[src/rtl/hrsp_pkg.sv]
// ----------------------------------------------------------------------------
// hrsp_pkg
// Codes, character constants and literal lookups for the HTTP request parser.
// ----------------------------------------------------------------------------
package hrsp_pkg;

    // result event codes
    localparam logic [3:0] EV_METHOD   = 4'd0;
    localparam logic [3:0] EV_URI      = 4'd1;
    localparam logic [3:0] EV_VERSION  = 4'd2;
    localparam logic [3:0] EV_HEADER   = 4'd3;
    localparam logic [3:0] EV_HDR_END  = 4'd4;
    localparam logic [3:0] EV_BODY     = 4'd5;
    localparam logic [3:0] ER_METHOD   = 4'd6;
    localparam logic [3:0] ER_VER_MAL  = 4'd7;
    localparam logic [3:0] ER_VER_UNK  = 4'd8;
    localparam logic [3:0] ER_TOO_MANY = 4'd9;
    localparam logic [3:0] ER_CHUNK    = 4'd10;

    // method codes
    localparam logic [3:0] M_GET     = 4'd0;
    localparam logic [3:0] M_POST    = 4'd1;
    localparam logic [3:0] M_PUT     = 4'd2;
    localparam logic [3:0] M_PATCH   = 4'd3;
    localparam logic [3:0] M_HEAD    = 4'd4;
    localparam logic [3:0] M_DELETE  = 4'd5;
    localparam logic [3:0] M_CONNECT = 4'd6;
    localparam logic [3:0] M_OPTIONS = 4'd7;
    localparam logic [3:0] M_TRACE   = 4'd8;

    // body modes
    localparam logic [1:0] BK_EOS     = 2'd0;
    localparam logic [1:0] BK_CL      = 2'd1;
    localparam logic [1:0] BK_CHUNKED = 2'd2;

    // header name match progress codes
    localparam logic [5:0] NM_NONE  = 6'd0;
    localparam logic [5:0] NM_TE    = 6'd17;
    localparam logic [5:0] NM_CL0   = 6'd18;
    localparam logic [5:0] NM_CL    = 6'd31;
    localparam logic [5:0] NM_FAIL  = 6'd32;

    // value match progress codes
    localparam logic [3:0] VM_CHUNKED = 4'd7;
    localparam logic [3:0] VM_FAIL    = 4'd8;

    localparam logic [7:0] CH_CR    = 8'h0D;
    localparam logic [7:0] CH_LF    = 8'h0A;
    localparam logic [7:0] CH_SP    = 8'h20;
    localparam logic [7:0] CH_TAB   = 8'h09;
    localparam logic [7:0] CH_COLON = 8'h3A;

    function automatic logic [7:0] to_lower(input logic [7:0] c);
        return (c >= "A" && c <= "Z") ? c + 8'd32 : c;
    endfunction

    function automatic logic [3:0] method_len(input logic [3:0] m);
        case (m)
            M_GET, M_PUT:          return 4'd4;
            M_POST, M_HEAD:        return 4'd5;
            M_PATCH, M_TRACE:      return 4'd6;
            M_DELETE:              return 4'd7;
            M_CONNECT, M_OPTIONS:  return 4'd8;
            default:               return 4'd0;
        endcase
    endfunction

    function automatic logic [7:0] method_char(input logic [3:0] m, input logic [2:0] i);
        logic [63:0] w;
        case (m)
            M_GET:     w = {"GET ", 32'h0};
            M_POST:    w = {"POST ", 24'h0};
            M_PUT:     w = {"PUT ", 32'h0};
            M_PATCH:   w = {"PATCH ", 16'h0};
            M_HEAD:    w = {"HEAD ", 24'h0};
            M_DELETE:  w = {"DELETE ", 8'h0};
            M_CONNECT: w = "CONNECT ";
            M_OPTIONS: w = "OPTIONS ";
            M_TRACE:   w = {"TRACE ", 16'h0};
            default:   w = 64'h0;
        endcase
        return w[8*(7-i) +: 8];
    endfunction

    function automatic logic [7:0] version_char(input logic [3:0] i);
        logic [79:0] w;
        w = {"HTTP/1.x", CH_CR, CH_LF};
        return (i <= 4'd9) ? w[8*(9-i) +: 8] : 8'h00;
    endfunction

    function automatic logic [7:0] te_char(input logic [5:0] p);
        logic [135:0] w;
        w = "transfer-encoding";
        return (p <= 6'd16) ? w[8*(16-p) +: 8] : 8'h00;
    endfunction

    function automatic logic [7:0] cl_char(input logic [5:0] k);
        logic [111:0] w;
        w = "content-length";
        return (k <= 6'd13) ? w[8*(13-k) +: 8] : 8'h00;
    endfunction

    function automatic logic [7:0] ch_char(input logic [3:0] p);
        logic [55:0] w;
        w = "chunked";
        return (p <= 4'd6) ? w[8*(6-p) +: 8] : 8'h00;
    endfunction

    // advance the case-insensitive header name match by one lowered byte
    function automatic logic [5:0] name_match(input logic [5:0] p, input logic [7:0] l);
        logic [5:0] k;
        k = p - NM_TE;
        if (p == NM_NONE) begin
            return (l == "t") ? 6'd1 : (l == "c") ? NM_CL0 : NM_FAIL;
        end else if (p < NM_TE) begin
            return (l == te_char(p)) ? p + 6'd1 : NM_FAIL;
        end else if (p >= NM_CL0 && p < NM_CL) begin
            return (l == cl_char(k)) ? p + 6'd1 : NM_FAIL;
        end
        return NM_FAIL;
    endfunction

endpackage

[src/rtl/http_request_stream_parser_top.sv]
// ----------------------------------------------------------------------------
// http_request_stream_parser_top
// Byte-wide HTTP/1.x request parser with header spans and body decoding.
// ----------------------------------------------------------------------------
// Takes one request byte per transfer and sustains one byte per cycle: every
// byte updates the parser registers directly and any result lands in a single
// output register. A byte is taken in the same cycle that a waiting result is
// taken; input stalls only while a result waits and downstream holds off. A
// result appears in the cycle after its byte. Input tuser high restarts the
// parser (header limit kept). Results carry the event code in tuser and the
// request-complete flag in tlast. Offsets saturate at 2^OFFSET_BITS-1, lengths
// at 2^LENGTH_BITS-1; both are clamped to the output field widths.
module http_request_stream_parser_top #(
    parameter int MAX_HEADERS = 64,
    parameter int OFFSET_BITS = 16,
    parameter int LENGTH_BITS = 32
) (
    input  logic         i_clk,
    input  logic         i_rst_n,
    input  logic         i_cfg_wr_en,
    input  logic [6:0]   i_cfg_wr_data,     // header_limit
    input  logic         i_s_axis_tvalid,
    output logic         o_s_axis_tready,
    input  logic [7:0]   i_s_axis_tdata,    // data_byte
    input  logic         i_s_axis_tuser,    // opcode
    output logic         o_m_axis_tvalid,
    input  logic         i_m_axis_tready,
    // method_code[3:0] version_minor[4] span_start[20:5] span_length[36:21]
    // value_offset[52:37] value_length[68:53] header_index[74:69]
    // body_mode[76:75] length_value[108:77] body_data[116:109] zero[119:117]
    output logic [119:0] o_m_axis_tdata,
    output logic [3:0]   o_m_axis_tuser,    // event_res
    output logic         o_m_axis_tlast     // done_res
);
    import hrsp_pkg::*;

    localparam int OB = OFFSET_BITS;
    localparam int LB = LENGTH_BITS;
    localparam logic [7:0] MaxHdr = 8'(MAX_HEADERS);

    typedef enum logic [12:0] {
        PH_METHOD   = 13'b0000000000001,
        PH_URI      = 13'b0000000000010,
        PH_VERSION  = 13'b0000000000100,
        PH_NAME     = 13'b0000000001000,
        PH_VLEAD    = 13'b0000000010000,
        PH_VALUE    = 13'b0000000100000,
        PH_BODY_CL  = 13'b0000001000000,
        PH_BODY_EOS = 13'b0000010000000,
        PH_CSIZE    = 13'b0000100000000,
        PH_CDATA    = 13'b0001000000000,
        PH_CTAIL    = 13'b0010000000000,
        PH_DONE     = 13'b0100000000000,
        PH_ERROR    = 13'b1000000000000
    } t_phase;

    typedef struct packed {
        logic          lead;
        logic [OB-1:0] vbeg;
        logic [OB-1:0] vlast;
        logic [LB-1:0] len;
        logic [3:0]    vmp;
    } t_val;

    function automatic logic [LB-1:0] sat_mac(input logic [LB-1:0] x, input logic hex,
                                              input logic [3:0] d);
        logic [LB+4:0] p;
        p = hex ? ({5'b0, x} << 4) : (({5'b0, x} << 3) + ({5'b0, x} << 1));
        p = p + (LB+5)'(d);
        return (p[LB+4:LB] != 5'd0) ? {LB{1'b1}} : p[LB-1:0];
    endfunction

    function automatic logic [15:0] clamp16(input logic [63:0] x);
        return (x > 64'hFFFF) ? 16'hFFFF : x[15:0];
    endfunction

    function automatic logic [31:0] clamp32(input logic [63:0] x);
        return (x > 64'hFFFF_FFFF) ? 32'hFFFF_FFFF : x[31:0];
    endfunction

    // one header value byte: trim tracking and chunked / content-length matching
    function automatic t_val val_step(input t_val v, input logic [7:0] c,
                                      input logic [OB-1:0] o, input logic [1:0] bk,
                                      input logic [5:0] nmp);
        t_val r;
        logic ws;
        r  = v;
        ws = (c == CH_SP) || (c == CH_TAB);
        if (r.lead && ws) return r;
        if (r.lead) begin
            r.lead = 1'b0;
            r.vbeg = o;
            if (bk == BK_EOS && nmp == NM_CL) r.len = '0;
        end
        if (!ws) r.vlast = o;
        if (bk != BK_EOS) return r;
        if (nmp == NM_TE) begin
            if (ws) begin
                if (r.vmp != VM_CHUNKED) r.vmp = VM_FAIL;
            end else begin
                r.vmp = (r.vmp < VM_CHUNKED && to_lower(c) == ch_char(r.vmp))
                        ? r.vmp + 4'd1 : VM_FAIL;
            end
        end else if (nmp == NM_CL) begin
            if (r.vmp == 4'd0 && c >= "0" && c <= "9") r.len = sat_mac(r.len, 1'b0, c[3:0]);
            else r.vmp = VM_FAIL;
        end
        return r;
    endfunction

    t_phase         r_phase, n_phase;
    logic [3:0]     r_lit, n_lit;
    logic [3:0]     r_method, n_method;
    logic           r_ver, n_ver;
    logic [OB-1:0]  r_off, n_off;
    logic [OB-1:0]  r_fs, n_fs;
    logic [OB-1:0]  r_vbeg, n_vbeg;
    logic [OB-1:0]  r_vlast, n_vlast;
    logic [OB-1:0]  r_nend, n_nend;
    logic [OB-1:0]  r_cro, n_cro;
    logic [6:0]     r_hs, n_hs;
    logic [1:0]     r_bk, n_bk;
    logic [LB-1:0]  r_len, n_len;
    logic [LB-1:0]  r_cl, n_cl;
    logic [5:0]     r_nmp, n_nmp;
    logic [3:0]     r_vmp, n_vmp;
    logic           r_car, n_car;
    logic [6:0]     r_hlimit;

    logic           r_out_valid;
    logic [116:0]   r_out_data;
    logic [3:0]     r_out_ev;
    logic           r_out_done;

    logic           acc;
    logic           emit;
    logic [3:0]     ev;
    logic           dn;
    logic [15:0]    sps, spl, vs, vl;
    logic [5:0]     hidx;
    logic [7:0]     bd;

    assign o_s_axis_tready = !r_out_valid || i_m_axis_tready;
    assign acc             = i_s_axis_tvalid && o_s_axis_tready;

    always_comb begin
        logic [7:0]    c;
        logic [7:0]    lc;
        logic [3:0]    m;
        logic          bad;
        logic [7:0]    lim;
        logic [LB-1:0] s;
        logic [OB:0]   dv;
        logic [3:0]    vm;
        logic [3:0]    h;
        logic          hok;
        t_val          v;
        n_phase  = r_phase;
        n_lit    = r_lit;
        n_method = r_method;
        n_ver    = r_ver;
        n_fs     = r_fs;
        n_vbeg   = r_vbeg;
        n_vlast  = r_vlast;
        n_nend   = r_nend;
        n_cro    = r_cro;
        n_hs     = r_hs;
        n_bk     = r_bk;
        n_len    = r_len;
        n_cl     = r_cl;
        n_nmp    = r_nmp;
        n_vmp    = r_vmp;
        n_car    = r_car;
        n_off    = (&r_off) ? r_off : r_off + 1'b1;
        emit     = 1'b0;
        ev       = EV_METHOD;
        dn       = 1'b0;
        sps      = '0;
        spl      = '0;
        vs       = '0;
        vl       = '0;
        hidx     = '0;
        bd       = '0;
        c        = i_s_axis_tdata;
        lc       = to_lower(c);
        m        = r_method;
        bad      = 1'b0;
        lim      = ({1'b0, r_hlimit} > MaxHdr) ? MaxHdr : {1'b0, r_hlimit};
        s        = '0;
        dv       = '0;
        vm       = r_vmp;
        h        = '0;
        hok      = 1'b0;
        v        = '{lead: (r_phase == PH_VLEAD), vbeg: r_vbeg, vlast: r_vlast,
                     len: r_len, vmp: r_vmp};
        unique case (r_phase)
            PH_METHOD: begin
                if (r_lit == 4'd0) begin
                    case (c)
                        "G":     m = M_GET;
                        "P":     m = M_POST;
                        "H":     m = M_HEAD;
                        "D":     m = M_DELETE;
                        "C":     m = M_CONNECT;
                        "O":     m = M_OPTIONS;
                        "T":     m = M_TRACE;
                        default: bad = 1'b1;
                    endcase
                end else if (r_method == M_POST && r_lit == 4'd1) begin
                    if (c == "O")      m = M_POST;
                    else if (c == "U") m = M_PUT;
                    else if (c == "A") m = M_PATCH;
                    else               bad = 1'b1;
                end else if (r_lit >= method_len(r_method)
                             || c != method_char(r_method, r_lit[2:0])) begin
                    bad = 1'b1;
                end
                if (bad) begin
                    n_phase = PH_ERROR;
                    n_lit   = ER_METHOD;
                    emit    = 1'b1;
                    ev      = ER_METHOD;
                end else begin
                    n_method = m;
                    n_lit    = r_lit + 4'd1;
                    if (r_lit + 4'd1 == method_len(m)) begin
                        emit    = 1'b1;
                        ev      = EV_METHOD;
                        n_phase = PH_URI;
                        n_fs    = (&r_off) ? r_off : r_off + 1'b1;
                    end
                end
            end
            PH_URI: begin
                if (c == CH_SP) begin
                    emit    = 1'b1;
                    ev      = EV_URI;
                    sps     = clamp16(64'(r_fs));
                    spl     = clamp16(64'(r_off - r_fs));
                    n_phase = PH_VERSION;
                    n_lit   = '0;
                end
            end
            PH_VERSION: begin
                if (r_lit > 4'd9) begin
                    bad = 1'b1;
                    ev  = ER_VER_MAL;
                end else if (r_lit == 4'd7) begin
                    if (c == "0" || c == "1") n_ver = c[0];
                    else begin
                        bad = 1'b1;
                        ev  = ER_VER_UNK;
                    end
                end else if (c != version_char(r_lit)) begin
                    bad = 1'b1;
                    ev  = (r_lit == 4'd5) ? ER_VER_UNK : ER_VER_MAL;
                end
                if (bad) begin
                    n_phase = PH_ERROR;
                    n_lit   = ev;
                    emit    = 1'b1;
                end else if (r_lit == 4'd9) begin
                    emit    = 1'b1;
                    ev      = EV_VERSION;
                    n_phase = PH_NAME;
                    n_lit   = '0;
                    n_fs    = (&r_off) ? r_off : r_off + 1'b1;
                    n_nmp   = NM_NONE;
                    n_car   = 1'b0;
                end else begin
                    n_lit = r_lit + 4'd1;
                end
            end
            PH_NAME: begin
                if (r_lit == 4'd1 && c == CH_LF) begin
                    // blank line: headers end, pick the body mode
                    emit  = 1'b1;
                    ev    = EV_HDR_END;
                    n_car = 1'b0;
                    if (r_bk == BK_CL) begin
                        if (r_len == '0) begin
                            n_phase = PH_DONE;
                            dn      = 1'b1;
                        end else begin
                            n_cl    = r_len;
                            n_phase = PH_BODY_CL;
                        end
                    end else if (r_bk == BK_CHUNKED) begin
                        n_len   = '0;
                        n_cl    = '0;
                        n_vmp   = '0;
                        n_phase = PH_CSIZE;
                    end else begin
                        n_phase = PH_BODY_EOS;
                    end
                end else if (c == CH_COLON) begin
                    n_nend  = r_off;
                    n_phase = PH_VLEAD;
                    n_vmp   = '0;
                    n_car   = 1'b0;
                end else begin
                    n_lit = (r_lit == 4'd0 && c == CH_CR) ? 4'd1 : 4'd2;
                    n_nmp = name_match(r_nmp, lc);
                end
            end
            PH_VLEAD, PH_VALUE: begin
                if (r_car && c == CH_LF) begin
                    n_car = 1'b0;
                    emit  = 1'b1;
                    if ({1'b0, r_hs} >= lim) begin
                        n_phase = PH_ERROR;
                        n_lit   = ER_TOO_MANY;
                        ev      = ER_TOO_MANY;
                    end else begin
                        if (r_bk == BK_EOS && r_phase == PH_VALUE) begin
                            if (r_nmp == NM_TE && r_vmp == VM_CHUNKED) n_bk = BK_CHUNKED;
                            else if (r_nmp == NM_CL)                   n_bk = BK_CL;
                        end
                        ev  = EV_HEADER;
                        sps = clamp16(64'(r_fs));
                        spl = clamp16(64'(r_nend - r_fs));
                        if (r_phase == PH_VALUE) begin
                            dv = {1'b0, r_vlast} - {1'b0, r_vbeg} + 1'b1;
                            vs = clamp16(64'(r_vbeg));
                            vl = clamp16(64'(dv));
                        end else begin
                            vs = clamp16(64'(r_cro));
                        end
                        hidx    = r_hs[5:0];
                        n_hs    = r_hs + 7'd1;
                        n_phase = PH_NAME;
                        n_lit   = '0;
                        n_fs    = (&r_off) ? r_off : r_off + 1'b1;
                        n_nmp   = NM_NONE;
                    end
                end else begin
                    // a held CR not followed by LF is an ordinary value byte
                    if (r_car) v = val_step(v, CH_CR, r_cro, r_bk, r_nmp);
                    n_car = 1'b0;
                    if (c == CH_CR) begin
                        n_car = 1'b1;
                        n_cro = r_off;
                    end else begin
                        v = val_step(v, c, r_off, r_bk, r_nmp);
                    end
                    n_phase = v.lead ? PH_VLEAD : PH_VALUE;
                    n_vbeg  = v.vbeg;
                    n_vlast = v.vlast;
                    n_len   = v.len;
                    n_vmp   = v.vmp;
                end
            end
            PH_BODY_CL: begin
                s     = r_len - r_cl;
                n_cl  = r_cl - 1'b1;
                emit  = 1'b1;
                ev    = EV_BODY;
                sps   = clamp16(64'(s));
                bd    = c;
                if (r_cl - 1'b1 == '0) begin
                    n_phase = PH_DONE;
                    dn      = 1'b1;
                end
            end
            PH_BODY_EOS: begin
                n_len = (&r_len) ? r_len : r_len + 1'b1;
                emit  = 1'b1;
                ev    = EV_BODY;
                sps   = clamp16(64'(r_len));
                bd    = c;
            end
            PH_CSIZE: begin
                if (r_car && c == CH_LF) begin
                    n_car = 1'b0;
                    n_vmp = '0;
                    if (r_cl == '0) begin
                        n_phase = PH_CTAIL;
                        n_lit   = 4'd2;
                    end else begin
                        n_phase = PH_CDATA;
                    end
                end else begin
                    if (r_car) vm = VM_FAIL;
                    n_car = 1'b0;
                    if (c >= "0" && c <= "9") begin
                        h   = c[3:0];
                        hok = 1'b1;
                    end else if (lc >= "a" && lc <= "f") begin
                        h   = 4'(lc - "a" + 8'd10);
                        hok = 1'b1;
                    end
                    if (c == CH_CR) begin
                        n_car = 1'b1;
                        n_vmp = vm;
                    end else if (vm == 4'd0 && hok) begin
                        n_cl  = sat_mac(r_cl, 1'b1, h);
                        n_vmp = vm;
                    end else begin
                        n_vmp = VM_FAIL;
                    end
                end
            end
            PH_CDATA: begin
                n_len = (&r_len) ? r_len : r_len + 1'b1;
                n_cl  = r_cl - 1'b1;
                emit  = 1'b1;
                ev    = EV_BODY;
                sps   = clamp16(64'(r_len));
                bd    = c;
                if (r_cl - 1'b1 == '0) begin
                    n_phase = PH_CTAIL;
                    n_lit   = '0;
                end
            end
            PH_CTAIL: begin
                if (c != (r_lit[0] ? CH_LF : CH_CR)) begin
                    n_phase = PH_ERROR;
                    n_lit   = ER_CHUNK;
                    emit    = 1'b1;
                    ev      = ER_CHUNK;
                end else if (r_lit == 4'd1) begin
                    n_phase = PH_CSIZE;
                    n_cl    = '0;
                    n_vmp   = '0;
                    n_car   = 1'b0;
                end else if (r_lit >= 4'd3) begin
                    n_phase = PH_DONE;
                    emit    = 1'b1;
                    ev      = EV_HDR_END;
                    dn      = 1'b1;
                end else begin
                    n_lit = r_lit + 4'd1;
                end
            end
            PH_ERROR: begin
                emit = 1'b1;
                ev   = r_lit;
            end
            PH_DONE: begin
            end
            default: begin
            end
        endcase
    end

    always_ff @(posedge i_clk) begin
        if (!i_rst_n || (acc && i_s_axis_tuser)) begin
            r_phase  <= PH_METHOD;
            r_lit    <= '0;
            r_method <= '0;
            r_ver    <= 1'b1;
            r_off    <= '0;
            r_fs     <= '0;
            r_vbeg   <= '0;
            r_vlast  <= '0;
            r_nend   <= '0;
            r_cro    <= '0;
            r_hs     <= '0;
            r_bk     <= BK_EOS;
            r_len    <= '0;
            r_cl     <= '0;
            r_nmp    <= '0;
            r_vmp    <= '0;
            r_car    <= 1'b0;
        end else if (acc) begin
            r_phase  <= n_phase;
            r_lit    <= n_lit;
            r_method <= n_method;
            r_ver    <= n_ver;
            r_off    <= n_off;
            r_fs     <= n_fs;
            r_vbeg   <= n_vbeg;
            r_vlast  <= n_vlast;
            r_nend   <= n_nend;
            r_cro    <= n_cro;
            r_hs     <= n_hs;
            r_bk     <= n_bk;
            r_len    <= n_len;
            r_cl     <= n_cl;
            r_nmp    <= n_nmp;
            r_vmp    <= n_vmp;
            r_car    <= n_car;
        end
    end

    always_ff @(posedge i_clk) begin
        if (!i_rst_n) begin
            r_hlimit    <= 7'd64;
            r_out_valid <= 1'b0;
        end else begin
            if (i_cfg_wr_en) r_hlimit <= i_cfg_wr_data;
            if (acc && !i_s_axis_tuser && emit) r_out_valid <= 1'b1;
            else if (i_m_axis_tready)             r_out_valid <= 1'b0;
        end
    end

    // hold the result until taken; load a new one only with an accepted byte
    always_ff @(posedge i_clk) begin
        if (acc && !i_s_axis_tuser && emit) begin
            r_out_ev   <= ev;
            r_out_done <= dn;
            r_out_data <= {bd, clamp32(64'(n_len)), n_bk, hidx, vl, vs, spl, sps,
                           n_ver, n_method};
        end
    end

    assign o_m_axis_tvalid = r_out_valid;
    assign o_m_axis_tdata  = {3'b000, r_out_data};
    assign o_m_axis_tuser  = r_out_ev;
    assign o_m_axis_tlast  = r_out_done;

endmodule

[config.mk]
export PLATFORM = sky130hd
export DESIGN_NAME = http_request_stream_parser_top
export DESIGN_NICKNAME = d
export VERILOG_FILES = /design/src/rtl/hrsp_pkg.sv /design/src/rtl/http_request_stream_parser_top.sv
export SDC_FILE = /design/constraint.sdc
export NUM_CORES = 2
export LEC_CHECK = 0
export ABC_AREA = 1
export BUFFER_PORTS_ARGS = -buffer_cell sky130_fd_sc_hd__buf_4
export CORE_ASPECT_RATIO = 1.5
export CORE_MARGIN = 3
export CORE_UTILIZATION = 35
export DETAILED_ROUTE_END_ITERATION = 10
export MAX_ROUTING_LAYER = met4
export PLACE_DENSITY = 0.49
export SYNTH_ARGS = -nofsm -noshare
export SYNTH_HDL_FRONTEND = slang
export SYNTH_SLANG_ARGS = --single-unit
[constraint.sdc]
create_clock -name i_clk -period 10.8 [get_ports i_clk]
set_input_delay 1.62 -clock i_clk [delete_from_list [all_inputs] [get_ports i_clk]]
set_output_delay 1.62 -clock i_clk [all_outputs]
set_load 0.05 [all_outputs]
==> Word-level counts from Yosys, hierarchy flattened <==
Memory sizes are Yosys's and may differ from the RTL's. A register that Yosys moved wholly into a read port is not among the register bits.
Index checks and enable logic that the tools add are counted.
{ "word_totals": {"mem_bits_ro": 848, "latch_bits": 0, "memories": 3, "ramBits": 0, "regBits": 332, "wordCells": 502} }
{ "memory_table": {"columns": ["name", "depth", "width", "rd", "rd_clocked_by_memory_dff", "write_ports", "line_no", "source"], "rows": [
  ["(no name shown)", 16, 45, 1, 1, 0, "hrsp_pkg.sv:70", "case (m)"],
  ["(no name shown)", 16, 4, 1, 1, 0, "hrsp_pkg.sv:58", "case (m)"],
  ["(no name shown)", 16, 4, 1, 0, 0, "hrsp_pkg.sv:58", null]
]} }
{ "classes": {"n_bitwise": 5, "muxes": 262, "shift": 6, "add_sub_neg": 26, "order_cmp": 26, "mul": 0, "div": 0, "n_eq_ne": 79, "reduce_logical": 70} }
{ "op_table": {"columns": ["op", "n"], "rows": [
  ["32-bit two-way mux", 26],
  ["69-bit two-way mux", 12],
  ["16-bit two-way mux", 22],
  ["4-bit two-way mux", 66],
  ["13-bit two-way mux", 16],
  ["64-bit two-way mux", 3],
  ["136-bit by 33-bit indexed part select with 8-bit output, first input constant", 1],
  ["64-bit by 16-bit greater-than comparator with 1-bit output, second input constant", 2],
  ["32-bit case mux with 4 select lines", 1],
  ["13-bit case mux with 9 select lines", 1],
  ["112-bit by 33-bit indexed part select with 8-bit output, first input constant", 1],
  ["56-bit by 33-bit indexed part select with 8-bit output, first input constant", 2],
  ["32-bit zero test", 3],
  ["32-bit case mux with 3 select lines", 1],
  ["6-bit two-way mux", 15],
  ["8-bit by 7-bit == test with 1-bit output, second input constant", 11],
  ["80-bit by 33-bit indexed part select with 8-bit output, first input constant", 1],
  ["36-bit by 4-bit adder with 37-bit output", 2],
  ["1-bit two-way mux", 65],
  ["32-bit by 16-bit greater-than comparator with 1-bit output, second input constant", 2],
  ["16-bit case mux with 4 select lines", 1],
  ["4-bit case mux with 8 select lines", 2],
  ["64-bit by 33-bit indexed part select with 8-bit output", 1],
  ["16-bit by 16-bit subtractor with 17-bit output", 3],
  ["105 further kinds", 214]
]} }

==> Logic depth before layout (Yosys ltp) <==
{ "logic_depth": {"depth_word": 35, "depth_mapped": 34, "ltp_nobuf": 32} }

==> Worst setup path after synthesis <==
No wires, ideal clock.
{ "synth_path": {"kind": "input-to-reg", "startpoint": "in i_s_axis_tdata[0]", "endpoint": "reg r_out_done, in the netlist o_m_axis_tlast (enable)", "setup_time_ns": 0.475, "cell_stages": 22, "n_path_buf": 1, "arrival_time_ns": 6.070, "path_slack_ns": 4.254, "t_required_ns": 10.325, "path_cell_list": "buf_2 -> clkinv_1 -> ha_1 -> inv_1 -> nor3_1 -> nand2_1 -> nand2_1 -> nor2_2 -> nand3_2 -> nand2_2 -> nand2_1 -> o21ai_2 -> inv_2 -> nand2_2 -> nand2_1 -> nand2_1 -> nand2_1 -> nor2_4 -> nand3_1 -> nand2_1 -> nand2_1 -> inv_1"} }
{ "synth_via": {"elab_chain_cells": 15, "word_cells_on_any_way": 54, "classes_between": "17 x eq/ne; 30 x mux; 6 x reduce/logical; 1 x memory"} }
{ "synth_lines": {"columns": ["item", "line_no", "source"], "rows": [
  ["start: declaration", "http_request_stream_parser_top.sv:24", "input logic [7:0] i_s_axis_tdata,"],
  ["8-bit by 7-bit == test with 1-bit output", "http_request_stream_parser_top.sv:212", "else if (c == \"A\") m = M_PATCH;"],
  ["4-bit two-way mux", "http_request_stream_parser_top.sv:212", null],
  ["4-bit two-way mux", "http_request_stream_parser_top.sv:211", "else if (c == \"U\") m = M_PUT;"],
  ["4-bit two-way mux", "http_request_stream_parser_top.sv:210", "if (c == \"O\") m = M_POST;"],
  ["4-bit two-way mux", "http_request_stream_parser_top.sv:209", "end else if (r_method == M_POST && r_lit == 4'd1) begin"],
  ["4-bit two-way mux", "http_request_stream_parser_top.sv:198", "if (r_lit == 4'd0) begin"],
  ["4-bit two-way mux", "http_request_stream_parser_top.sv:196", "unique case (r_phase)"],
  ["memory 16 x 4 bit", null, null],
  ["4-bit two-way mux", "http_request_stream_parser_top.sv:218", "if (bad) begin"],
  ["4-bit two-way mux", "http_request_stream_parser_top.sv:196", null],
  ["4-bit == test", "http_request_stream_parser_top.sv:226", "if (r_lit + 4'd1 == method_len(m)) begin"],
  ["1-bit two-way mux", "http_request_stream_parser_top.sv:226", null],
  ["1-bit two-way mux", "http_request_stream_parser_top.sv:218", null],
  ["1-bit case mux with 7 select lines *", "http_request_stream_parser_top.sv:196", null],
  ["1-bit logical AND *", "http_request_stream_parser_top.sv:499", "if (acc && !i_s_axis_tuser && emit) begin"],
  ["end signal: assignment", "http_request_stream_parser_top.sv:501", "r_out_done <= dn;"],
  ["end: declaration", "http_request_stream_parser_top.sv:133", "logic r_out_done;"]
]} }
Every way passes the cells marked *; elsewhere a longest branch is shown, timed or not. The select of a mux whose other input is x is not followed.
A chain may end at the register's enable or synchronous reset.

==> Worst setup path in the final report <==
{ "layout_path": {"startpoint": "reg r_nmp[0]", "endpoint": "reg r_out_data[107] (data pin)"} }
{ "layout_via": {"elab_chain_cells": 29, "word_cells_on_any_way": 37, "classes_between": "2 x add/sub; 2 x eq/ne; 28 x mux; 5 x reduce/logical"} }
{ "layout_lines": {"columns": ["item", "line_no", "source"], "rows": [
  ["start: declaration", "http_request_stream_parser_top.sv:125", "logic [5:0] r_nmp, n_nmp;"],
  ["start signal: assignment", "http_request_stream_parser_top.sv:480", "r_nmp <= n_nmp;"],
  ["6-bit by 5-bit == test with 1-bit output", "http_request_stream_parser_top.sv:93, http_request_stream_parser_top.sv:104", null],
  ["1-bit logical AND", "http_request_stream_parser_top.sv:93", "if (bk == BK_EOS && nmp == NM_CL) r.len = '0;"],
  ["32-bit two-way mux", "http_request_stream_parser_top.sv:93", null],
  ["32-bit two-way mux", "http_request_stream_parser_top.sv:90", "if (r.lead) begin"],
  ["69-bit two-way mux", "http_request_stream_parser_top.sv:96", "if (bk != BK_EOS) return r;"],
  ["69-bit two-way mux", "http_request_stream_parser_top.sv:97", "if (nmp == NM_TE) begin"],
  ["69-bit two-way mux", "http_request_stream_parser_top.sv:338", "if (r_car) v = val_step(v, CH_CR, r_cro, r_bk, r_nmp);"],
  ["69-bit two-way mux", "http_request_stream_parser_top.sv:307", "if (r_car && c == CH_LF) begin"],
  ["[14 not listed]", null, null],
  ["69-bit two-way mux", "http_request_stream_parser_top.sv:97", null],
  ["69-bit two-way mux", "http_request_stream_parser_top.sv:90", null],
  ["69-bit two-way mux *", "http_request_stream_parser_top.sv:340", "if (c == CH_CR) begin"],
  ["69-bit two-way mux *", "http_request_stream_parser_top.sv:307", null],
  ["69-bit two-way mux *", "http_request_stream_parser_top.sv:196", null],
  ["32-bit two-way mux *", "http_request_stream_parser_top.sv:307", null],
  ["32-bit case mux with 3 select lines *", "http_request_stream_parser_top.sv:196", null],
  ["named net n_len[30]", "http_request_stream_parser_top.sv:123", "logic [LB-1:0] r_len, n_len;"],
  ["end signal: assignment", "http_request_stream_parser_top.sv:502", "r_out_data <= {bd, clamp32(64'(n_len)), n_bk, hidx, vl, vs, spl, sps,"],
  ["end: declaration", "http_request_stream_parser_top.sv:131", "logic [116:0] r_out_data;"]
]} }
Mark *: on every way through the listed nets, which the timed path passes. The rest lies on a longest branch. The select of a mux whose other input is x is not followed.

==> flow_summary_export.csv <==
group,metric,value,unit
sta,setup_tns,0,ns
clocking,ctsResizeCount,0,
layout,drive_gt1_share,7.987,%
sta,max_slew.worst_pin.slew,1.171,ns
layout,instances_no_fill,5850,
outcome,status,"finished, final reports clean",
worst_setup_path,cpMostUsedCell,"nand2_1",
synthesis,synth_edf_count,122,
worst_setup_path,crit_required,11.17,ns
floorplanning,dieWidth,246.8,um
floorplanning,io_pins,148,
placed_design,place_congestion,0.9632,
power_and_ir_drop,power.density,212.2,mW/mm^2
clocking,cts_tree,"built",
layout,diodes,0,
worst_setup_path,r2r-end,"r_out_data[107]$_DFFE_PP_",
clocking,clk_latency,0.64,ns
synthesis,synth_area_leaders,"dfxtp_1 (16%), nand2_1 (12%), edfxtp_1 (12%)",
layout,fillers,9424,
sta,hold_viol,0,
routing,final_antenna_net_count,0,
clocking,clkTransAtPathRegs,0.07,ns
floorplanning,die_area,0.09065,mm^2
synthesis,synth_largest_area_cell,"dfxtp_1",
sta,rsz0062_at_grt,"false",
worst_hold_path,hold_start,"r_nend[2]$_SDFFE_PP0P_",
worst_hold_path,hold_end,"r_nend[2]$_SDFFE_PP0P_",
routing,wire_per_inst,20.27,um
routing,dr.pass1.iters,5,
layout,nets,4921,
power_and_ir_drop,power.total,7.202,mW
sta,max_freq,0.1634,GHz
floorplanning,start_util,35.52,%
synthesis,yosysUniqueCellTypes,64,
global_routing,grt_pass1_vias,31680,
floorplanning,die_h,367.2,um
clocking,cts_sinks,368,
sta,fin_crit_sh,56.66,%
worst_setup_path,reg2regPathDepth,28,
synthesis,avgSynthCellArea,6.594,um^2
synthesis,yosysMostFrequentCell,"nand2_1",
worst_setup_path,critical_path.slowest_cell,"dfxtp_1",
synthesis,syn-instance-count,4618,
worst_hold_path,holdPathStages,2,
sta,timing.hold.ws,0.4625,ns
power_and_ir_drop,leakage,15.31,nW
worst_setup_path,critPathMaxStageDelay,0.69,ns
sta,setup_viol,0,
clocking,cts_setup_buffers,0,
synthesis,synth-seq-cells,368,
layout,areaGrowthSynthToFinish,11.47,%
placed_design,post-dp-hpwl,93180,um
routing,drtIter0Drc,2068,
clocking,htree_levels,2,
sta,fin_skew,0.04819,ns
floorplanning,core_area,0.08572,mm^2
global_routing,grt_max_degree,94,
synthesis,synth.cell_area,0.03045,mm^2
clocking,cts_buffer_depth,3,
global_routing,grt_pass1_wl,182100,um
worst_setup_path,end_kind,"register",
sta,relSlewSlack,21.88,%
run,maxCapViolations,0,
synthesis,synthTopCellsByCount,"nand2_1 (1,012), inv_1 (581), nor2_1 (508)",
global_routing,antenna_found_initial,1,
routing,wl,118600,um
synthesis,yosysTopAreaCellShare,16.17,%
sta,finalCriticalPeriod,6.120,ns
sta,finalMaxSlewViolations,0,
routing,routed_via_density,5.380,
worst_setup_path,crit_arrival,6.49,ns
worst_setup_path,crit_fanout,34,
worst_hold_path,hp-class,"register to register",
worst_setup_path,path_class,"register to register",
global_routing,grt_usage,26.34,%
routing,drc,0,
clocking,hold_buffers,0,
placed_design,placed_cells,5772,
clocking,numCtsBuffers,42,
synthesis,synth_ff_type,"dfxtp_1",
floorplanning,core.rowCount,131,
synthesis,yosys_warnings,0,
worst_setup_path,cp_top_family,"simple AND/OR/NAND/NOR gates",
worst_setup_path,r2r_setup_slack,4.68,ns
routing,num_vias,31470,
synthesis,async_flop_share,0,%
worst_setup_path,r2r-start,"r_nmp[0]$_SDFFE_PP0P_",
worst_setup_path,crit_buf_inv,4,
power_and_ir_drop,vdd_drop_max,0.0001631,V
synthesis,yosysSeqAreaShare,28.21,%
clocking,root_buffer,"clkbuf_16",
worst_setup_path,cp-start-kind,"register",
placed_design,port_buffers,144,
global_routing,overflow,0,
## per-stage QoR
step,cell area [um^2],utilization [%],setup slack [ns]
5_1_grt,33940,39.59,4.105
3_3_place_gp,32530,37.95,4.710
2_1_floorplan,30460,-,4.254
4_1_cts,33940,39.59,4.657
6_report,33940,39.59,4.680
3_5_place_dp,32530,37.95,4.601
## metal layers
| layer | vias up | GRT usage (%) | share of wire [%] |
|---|---|---|---|
| li1 | 15600 | - | - |
| met1 | 14740 | 28.96 | 40 |
| met2 | 848 | 47.58 | 51 |
| met3 | 278 | 2.206 | 3.6 |
| met4 | 0 | 12.47 | 5.3 |
| met5 | - | - | 0 |
## worst max-delay path by stage
stage	slack [ns]	cells past startpoint	endpoint	startpoint
after global routing	4.11	28	r_out_data[104]$_DFFE_PP_	r_nmp[0]$_SDFFE_PP0P_
final	4.68	28	r_out_data[107]$_DFFE_PP_	r_nmp[0]$_SDFFE_PP0P_
after CTS	4.66	28	r_out_data[100]$_DFFE_PP_	r_nmp[0]$_SDFFE_PP0P_
after detailed placement	4.60	23	r_out_data[65]$_SDFFCE_PP0P_	i_s_axis_tdata[0]
after floorplan	4.25	22	o_m_axis_tlast$_SDFFCE_PN0P_	i_s_axis_tdata[0]
after global placement	4.71	23	r_out_data[104]$_DFFE_PP_	i_s_axis_tdata[0]
## placed cells by master (no fill, tap or decap), types with 31 or more instances in the layout
cell type / netlist / final
dfxtp_1: 246 / 246
xnor2_1: 38 / 38
nor2_1: 508 / 508
buf_4: 13 / 178
ha_1: 208 / 208
edfxtp_1: 122 / 122
clkbuf_16: 0 / 45
nand3_1: 206 / 206
xor2_1: 117 / 117
inv_2: 30 / 31
a21oi_1: 409 / 409
a211oi_1: 60 / 60
nor3_1: 93 / 92
o21ai_0: 349 / 349
nand2_1: 1012 / 1009
nand4_1: 121 / 121
o22ai_1: 37 / 37
inv_1: 581 / 578
## tightest hold or removal path: stages (launching register included)
cell,delay [ns]
dfxtp_1,0.31
inv_1,0.05
a211oi_1,0.06
## cells by family (layout without fill, tap and decap cells)
| logic type | count (synthesis) | after routing | share of synthesized area [%] |
|---|---|---|---|
| simple gates | 2061 | 2061 | 29.20 |
| compound gates | 1035 | 1035 | 19.13 |
| buf+inv | 784 | 884 | 10.06 |
| flops | 368 | 368 | 28.21 |
| fa+ha+maj | 214 | 214 | 8.942 |
| xor+xnor | 155 | 155 | 4.458 |
| other cells | 1 | 3 | 0.01232 |
## report_power, final
part / internal, mW / switching [mW] / total (mW)
registers: 1.72 / 0.208 / 1.93
logic: 1.13 / 2.64 / 3.77
clock network: 0.832 / 0.668 / 1.50
total: 3.68 / 3.52 / 7.20
## area by class of cell
| cell class | instances | area [um^2] | area share [%] |
|---|---|---|---|
| Tap cell | 1130 | 1414 | 4.166 |
| Clock inverter | 19 | 180.2 | 0.5308 |
| Timing Repair Buffer | 178 | 1336 | 3.937 |
| Multi-Input combinational cell | 3468 | 18830 | 55.47 |
| Clock buffer | 59 | 1229 | 3.620 |
| Sequential cell | 368 | 8588 | 25.30 |
| Inverter | 628 | 2366 | 6.971 |
## flip-flops by register name (all words and copies together) (netlist names), 13 cells and up, named ones only
| name | count |
|---|---|
| r_out_data | 117 |
| r_cl | 32 |
| r_len | 32 |
| r_cro | 16 |
| r_fs | 16 |
| r_nend | 16 |
| r_off | 16 |
| r_vbeg | 16 |
| r_vlast | 16 |
| r_phase | 13 |
No activity file was read; power rests on OpenSTA's default activity.
